$ cat src/sv/sv39_page_table_map_and_check_macros.svh
// Assertion macros shared by the Sv39 page table block.
`ifndef SV39_PAGE_TABLE_MAP_AND_CHECK_MACROS_SVH
`define SV39_PAGE_TABLE_MAP_AND_CHECK_MACROS_SVH

// Same-cycle implication, checked outside reset.
`define SV39_ASSERT_IMP(lbl, ante, cons, msg) \
    lbl: assert property (@(posedge i_clk) disable iff (!i_rst_n) (ante) |-> (cons)) \
    else $error(msg);

// Next-cycle implication, checked outside reset.
`define SV39_ASSERT_NXT(lbl, ante, cons, msg) \
    lbl: assert property (@(posedge i_clk) disable iff (!i_rst_n) (ante) |=> (cons)) \
    else $error(msg);

`endif

$ cat src/sv/sv39ptw_pkg.sv
// Shared constants, codes and controller/datapath interface types.
`default_nettype none

package sv39ptw_pkg;

    localparam int TABLE_PAGES      = 16;
    localparam int ENTRIES_PER_PAGE = 512;
    localparam int VPN_W     = $clog2(ENTRIES_PER_PAGE);
    localparam int PAGE_W    = (TABLE_PAGES > 1) ? $clog2(TABLE_PAGES) : 1;
    localparam int MEM_DEPTH = TABLE_PAGES * ENTRIES_PER_PAGE;
    localparam int ADDR_W    = $clog2(MEM_DEPTH);
    localparam int CNT_W     = $clog2(TABLE_PAGES + 1);
    localparam int LIM_W     = 5;
    localparam int CMP_W     = (CNT_W > LIM_W) ? CNT_W : LIM_W;

    localparam int PPN_W    = 44;
    localparam int VA_W     = 64;
    localparam int PA_W     = 56;
    localparam int PERM_W   = 8;
    localparam int ACC_W    = 3;
    localparam int STATUS_W = 3;
    localparam int PTE_W    = 64;
    localparam int VA_BITS  = 39;
    localparam int PG_OFS_W = 12;
    localparam int PTE_PPN_LSB = 10;

    localparam int PTE_V = 0;
    localparam int PTE_R = 1;
    localparam int PTE_W_BIT = 2;
    localparam int PTE_X = 3;

    localparam int ACC_RD = 0;
    localparam int ACC_WR = 1;
    localparam int ACC_EX = 2;

    typedef logic [STATUS_W-1:0] t_status;

    localparam t_status ST_OK          = 3'd0;
    localparam t_status ST_VA_TOO_BIG  = 3'd1;
    localparam t_status ST_VA_MISALIGN = 3'd2;
    localparam t_status ST_PA_MISALIGN = 3'd3;
    localparam t_status ST_NO_PAGES    = 3'd4;
    localparam t_status ST_MAPPED      = 3'd5;

    localparam logic CMD_MAP   = 1'b0;
    localparam logic CMD_CHECK = 1'b1;

    localparam logic CFG_TABLE_BASE = 1'b0;
    localparam logic CFG_PAGE_LIMIT = 1'b1;

    localparam logic [PPN_W-1:0] RST_TABLE_BASE = 44'd524288;
    localparam logic [LIM_W-1:0] RST_PAGE_LIMIT = 5'd16;

    typedef struct packed {
        logic load;
        logic clear;
        logic descend;
        logic alloc;
        logic fail;
        logic leaf_write;
        logic leaf_hit;
        logic out_load;
    } t_dp_cmd;

    typedef struct packed {
        logic pre_err;
        logic clr_last;
        logic level_zero;
        logic is_check;
        logic ent_v;
        logic child_ok;
        logic can_alloc;
    } t_dp_stat;

endpackage

`default_nettype wire

$ cat src/sv/sv39ptw_ctrl.sv
// Walk sequencer: clear sweep, request intake, level walk and result hand-off.
`default_nettype none

module sv39ptw_ctrl (
    input  logic                  i_clk,
    input  logic                  i_rst_n,
    input  logic                  i_in_valid,
    output logic                  o_in_stall,
    output logic                  o_out_valid,
    input  logic                  i_out_stall,
    input  sv39ptw_pkg::t_dp_stat i_stat,
    output sv39ptw_pkg::t_dp_cmd  o_cmd
);

    typedef enum logic [2:0] {
        S_CLEAR,
        S_IDLE,
        S_RD,
        S_EVAL,
        S_ALLOC,
        S_DONE
    } t_state;

    t_state r_state, n_state;
    logic   r_in_stall, n_in_stall;
    logic   r_out_valid, n_out_valid;

    always_comb begin
        n_state = r_state;
        o_cmd   = '0;
        case (r_state)
            S_CLEAR: begin
                o_cmd.clear = 1'b1;
                if (i_stat.clr_last) begin
                    n_state = S_IDLE;
                end
            end
            S_IDLE: begin
                if (i_in_valid) begin
                    o_cmd.load = 1'b1;
                    n_state    = S_RD;
                end
            end
            S_RD: begin
                // read data lands at the end of this cycle
                n_state = i_stat.pre_err ? S_DONE : S_EVAL;
            end
            S_EVAL: begin
                n_state = S_DONE;
                if (!i_stat.level_zero) begin
                    if (i_stat.ent_v) begin
                        if (i_stat.child_ok) begin
                            o_cmd.descend = 1'b1;
                            n_state       = S_RD;
                        end else if (!i_stat.is_check) begin
                            o_cmd.fail = 1'b1;
                        end
                    end else if (!i_stat.is_check) begin
                        if (i_stat.can_alloc) begin
                            n_state = S_ALLOC;
                        end else begin
                            o_cmd.fail = 1'b1;
                        end
                    end
                end else if (i_stat.ent_v) begin
                    o_cmd.leaf_hit = 1'b1;
                end else if (!i_stat.is_check) begin
                    o_cmd.leaf_write = 1'b1;
                end
            end
            S_ALLOC: begin
                o_cmd.alloc = 1'b1;
                n_state     = S_RD;
            end
            S_DONE: begin
                if (!r_out_valid || !i_out_stall) begin
                    o_cmd.out_load = 1'b1;
                    n_state        = S_IDLE;
                end
            end
            default: begin
                n_state = S_IDLE;
            end
        endcase
    end

    always_comb begin
        n_in_stall  = (n_state != S_IDLE);
        n_out_valid = r_out_valid && i_out_stall;
        if (o_cmd.out_load) begin
            n_out_valid = 1'b1;
        end
    end

    always_ff @(posedge i_clk) begin
        if (!i_rst_n) begin
            r_state     <= S_CLEAR;
            r_in_stall  <= 1'b1;
            r_out_valid <= 1'b0;
        end else begin
            r_state     <= n_state;
            r_in_stall  <= n_in_stall;
            r_out_valid <= n_out_valid;
        end
    end

    assign o_in_stall  = r_in_stall;
    assign o_out_valid = r_out_valid;

endmodule

`default_nettype wire

$ cat config.mk
export PLATFORM = sky130hd
export DESIGN_NAME = sv39ptw_ctrl
export DESIGN_NICKNAME = d
export VERILOG_FILES = /design/src/sv/sv39_page_table_map_and_check_macros.svh /design/src/sv/sv39ptw_pkg.sv /design/src/sv/sv39ptw_ctrl.sv
export SDC_FILE = /design/constraint.sdc
export NUM_CORES = 1
export LEC_CHECK = 0
export BUFFER_PORTS_ARGS = -buffer_cell sky130_fd_sc_hd__buf_2
export CAP_MARGIN = 20
export CELL_PAD_IN_SITES_DETAIL_PLACEMENT = 1
export CELL_PAD_IN_SITES_GLOBAL_PLACEMENT = 1
export CORE_MARGIN = 4
export CORE_UTILIZATION = 24
export DETAILED_ROUTE_END_ITERATION = 10
export PLACE_DENSITY = 0.65
export SLEW_MARGIN = 10
export SYNTH_ARGS = -nofsm -noshare
export SYNTH_HDL_FRONTEND = slang
export SYNTH_SLANG_ARGS = --single-unit
export TNS_END_PERCENT = 50
$ cat constraint.sdc
create_clock -name i_clk -period 1.1 [get_ports i_clk]
set_input_delay 0.11 -clock i_clk [delete_from_list [all_inputs] [get_ports i_clk]]
set_output_delay 0.11 -clock i_clk [all_outputs]
set_load 0.01 [all_outputs]
==> results_dict.tcl <==
set metrics [dict create \
    slew-limit-headroom 0.7182 \
    die_y_um 46.21 \
    tritoncts "yes" \
    drt-initial-drc-count 1 \
    synthArstFlopShare 0 \
    finClkSkew_ns 0.006250 \
    fp.dieArea_sq_mm 0.002135 \
    post-place-ws_ns -0.1201 \
    synth_area_leaders "dfxtp_1 29%, buf_6 6.4%, nand3b_1 6.4%, nor4b_1 5.0%, and4bb_1 3.6%" \
    gp_congestion 0.6575 \
    yosysTopAreaCell "dfxtp_1" \
    hold_path.class "in -> reg" \
    synth_top_area_frac 0.2857 \
    antenna_found_initial 0 \
    synth_ff_type "dfxtp_1" \
    switchingPower_uw 173.9 \
    p_sw_frac 0.2870 \
    tightest_slew_ns 0.4168 \
    ir_drop_v 0.0003244 \
    layout_setup_ws_ns -0.2215 \
    total_power_uw 605.7 \
    synth_area_sq_um 350.3 \
    clock_latency_ns 0.25 \
    vias 426 \
    die_x_um 46.21 \
    synth_commonest_cells "5 x dfxtp_1, 3 x nand3b_1" \
    grt_pass1_wl_um 1828 \
    pwr-share-clk 0.365 \
    numCtsBuffers 3 \
    area_growth_pct 67.50 \
    htreeDepth 1 \
    synth_edf_count 0 \
    finalCritPeriodShare 1.201 \
    diodes 0 \
    critPathMaxFanout 8 \
    nets 83 \
    ant_nets 0 \
    grt_start_max_net_pins 9 \
    end_kind "output pin" \
    fmax_mhz 756.7 \
    finish.utilization 0.4400 \
    cp.required_ns 0.99 \
    power.share.sequential 0.358 \
    avgSynthCellArea_sq_um 9.219 \
    power_frac_comb 0.277 \
    clkSinkCount 5 \
    status "complete, but fails checks" \
    drive_gt1_frac 0.6338 \
    regToRegSetupSlack_ns -0.17 \
    grt_pass1_vias 464 \
    dp.final_hpwl_um 846.2 \
    hold_buffers 0 \
    cap_violations 0 \
    wirelength_um 1125 \
    clockRootBuffer "clkbuf_4" \
    synth_cells 38 \
    synth-seq-area-share 0.2857 \
    cts.path.max_buffers 2 \
    port_buffers 20 \
    wire_per_inst_um 13.08 \
    internal_power_uw 431.8 \
    viasPerCell 4.953 \
    start_util 0.2627 \
    final.setup.tns_ns -1.755 \
    fin_cells 86 \
    dp_cells 77 \
    core_area_sq_mm 0.001334 \
    setup-violations-final 11 \
    worstSetupPathType "reg -> out" \
    hold_violations 0 \
    violations "setup timing" \
    path_clk_slew_ns 0.04 \
    synth_seq_cells 5 \
    finalCriticalPeriod_ns 1.322 \
    synth.most_common_cell "dfxtp_1" \
    total_leakage_power_nw 0.2742 \
    io_pins 21 \
    remaining_drc_errors 0 \
    syn-num-nets 49 \
    synthDistinctLibCells 27 \
    power_density_mw_per_mm2 1032 \
    first_pass_iters 4 \
    rsz0062_at_grt "yes" \
    fp-row-count 13 \
    ys_warn_count 0 \
    startpoint_type "flop" \
    finalMaxSlewViolations 0 \
    grtUsageTotal 0.1210 \
    grt_overflow 0 \
    worstPathArrival_ns 1.21 \
]
[per-layer routing]
layer / up-vias / track usage / share of wire
met3: 0 / 0.03125 / 0.094
met2: 19 / 0.2335 / 0.53
met5: - / 0 / 0
li1: 215 / - / -
met4: 0 / 0.05114 / 0
met1: 192 / 0.1178 / 0.38
[path summary, 6_finish.rpt]
kind | end | startpoint | cells after the start
setup / recovery | o_cmd[3] | r_state[0]$_SDFF_PN0_ | 4
hold / removal | o_out_valid$_SDFF_PN0_ | i_out_stall | 3
hold reg to reg | o_out_valid$_SDFF_PN0_ | o_out_valid$_SDFF_PN0_ | 2
setup reg to reg | r_state[1]$_SDFF_PN0_ | r_state[2]$_SDFF_PN0_ | 4
[layout by cell type, fill, tap and decap left out, types with 2 or more instances in the layout]
cell type | Yosys | final
nand2_1 | 2 | 2
nor3_2 | 1 | 2
buf_2 | 0 | 20
dfxtp_4 | 0 | 2
nand2b_1 | 2 | 2
nand3b_1 | 3 | 3
clkbuf_4 | 0 | 3
a21boi_1 | 1 | 2
dfxtp_1 | 5 | 2
buf_4 | 0 | 10
[metrics by stage]
stage	hold slack (ns)	area, sq um
floorplan	0.2436	351.6
global placement	0.4041	493.0
detailed placement	0.4062	493.0
CTS	0.1507	566.8
global route	0.1610	586.8
finish	0.1526	586.8
[cell families (layout without fill, tap and decap cells)]
kind of cell	after synthesis	count (layout)	share of synthesized area
DFF	5	5	0.2857
buffers and inverters	2	35	0.06428
and+or+nand+nor	22	22	0.4643
AOI/OAI and AO/OA	9	9	0.1857
[state kept, by name, indices dropped and copies added, names as in the netlist]
name	cells
o_in_stall	1
o_out_valid	1
r_state	3
[power by group through the flow]
| stage | sequential, mW | clock, mW | combinational, mW |
|---|---|---|---|
| detailed placement | 0.219 | 0 | 0.145 |
| floorplan | 0.209 | 0 | 0.0877 |
| global placement | 0.218 | 0 | 0.142 |
| CTS | 0.216 | 0.223 | 0.164 |
| finish | 0.217 | 0.221 | 0.168 |
| global route | 0.219 | 0.245 | 0.183 |
[timing repair]
item	CTS	global route
setup buffers	3	2
endpoints found under the setup margin	12	12
pin swaps	1	1
gates resized for setup	8	2
[final cells by class]
cell class	count	area [sq um]
Fill cell	172	747.0
Multi-Input combinational cell	31	246.5
Timing Repair Buffer	31	186.4
Sequential cell	5	108.9
Clock buffer	4	26.28
Tap cell	15	18.77
[critical path, stage by stage (launching register included)]
cell     delay, ns
dfxtp_4       0.39
and3b_2       0.24
nand3_1       0.07
nor3_1        0.12
buf_2         0.15
Power figures use the tool's default switching activity.
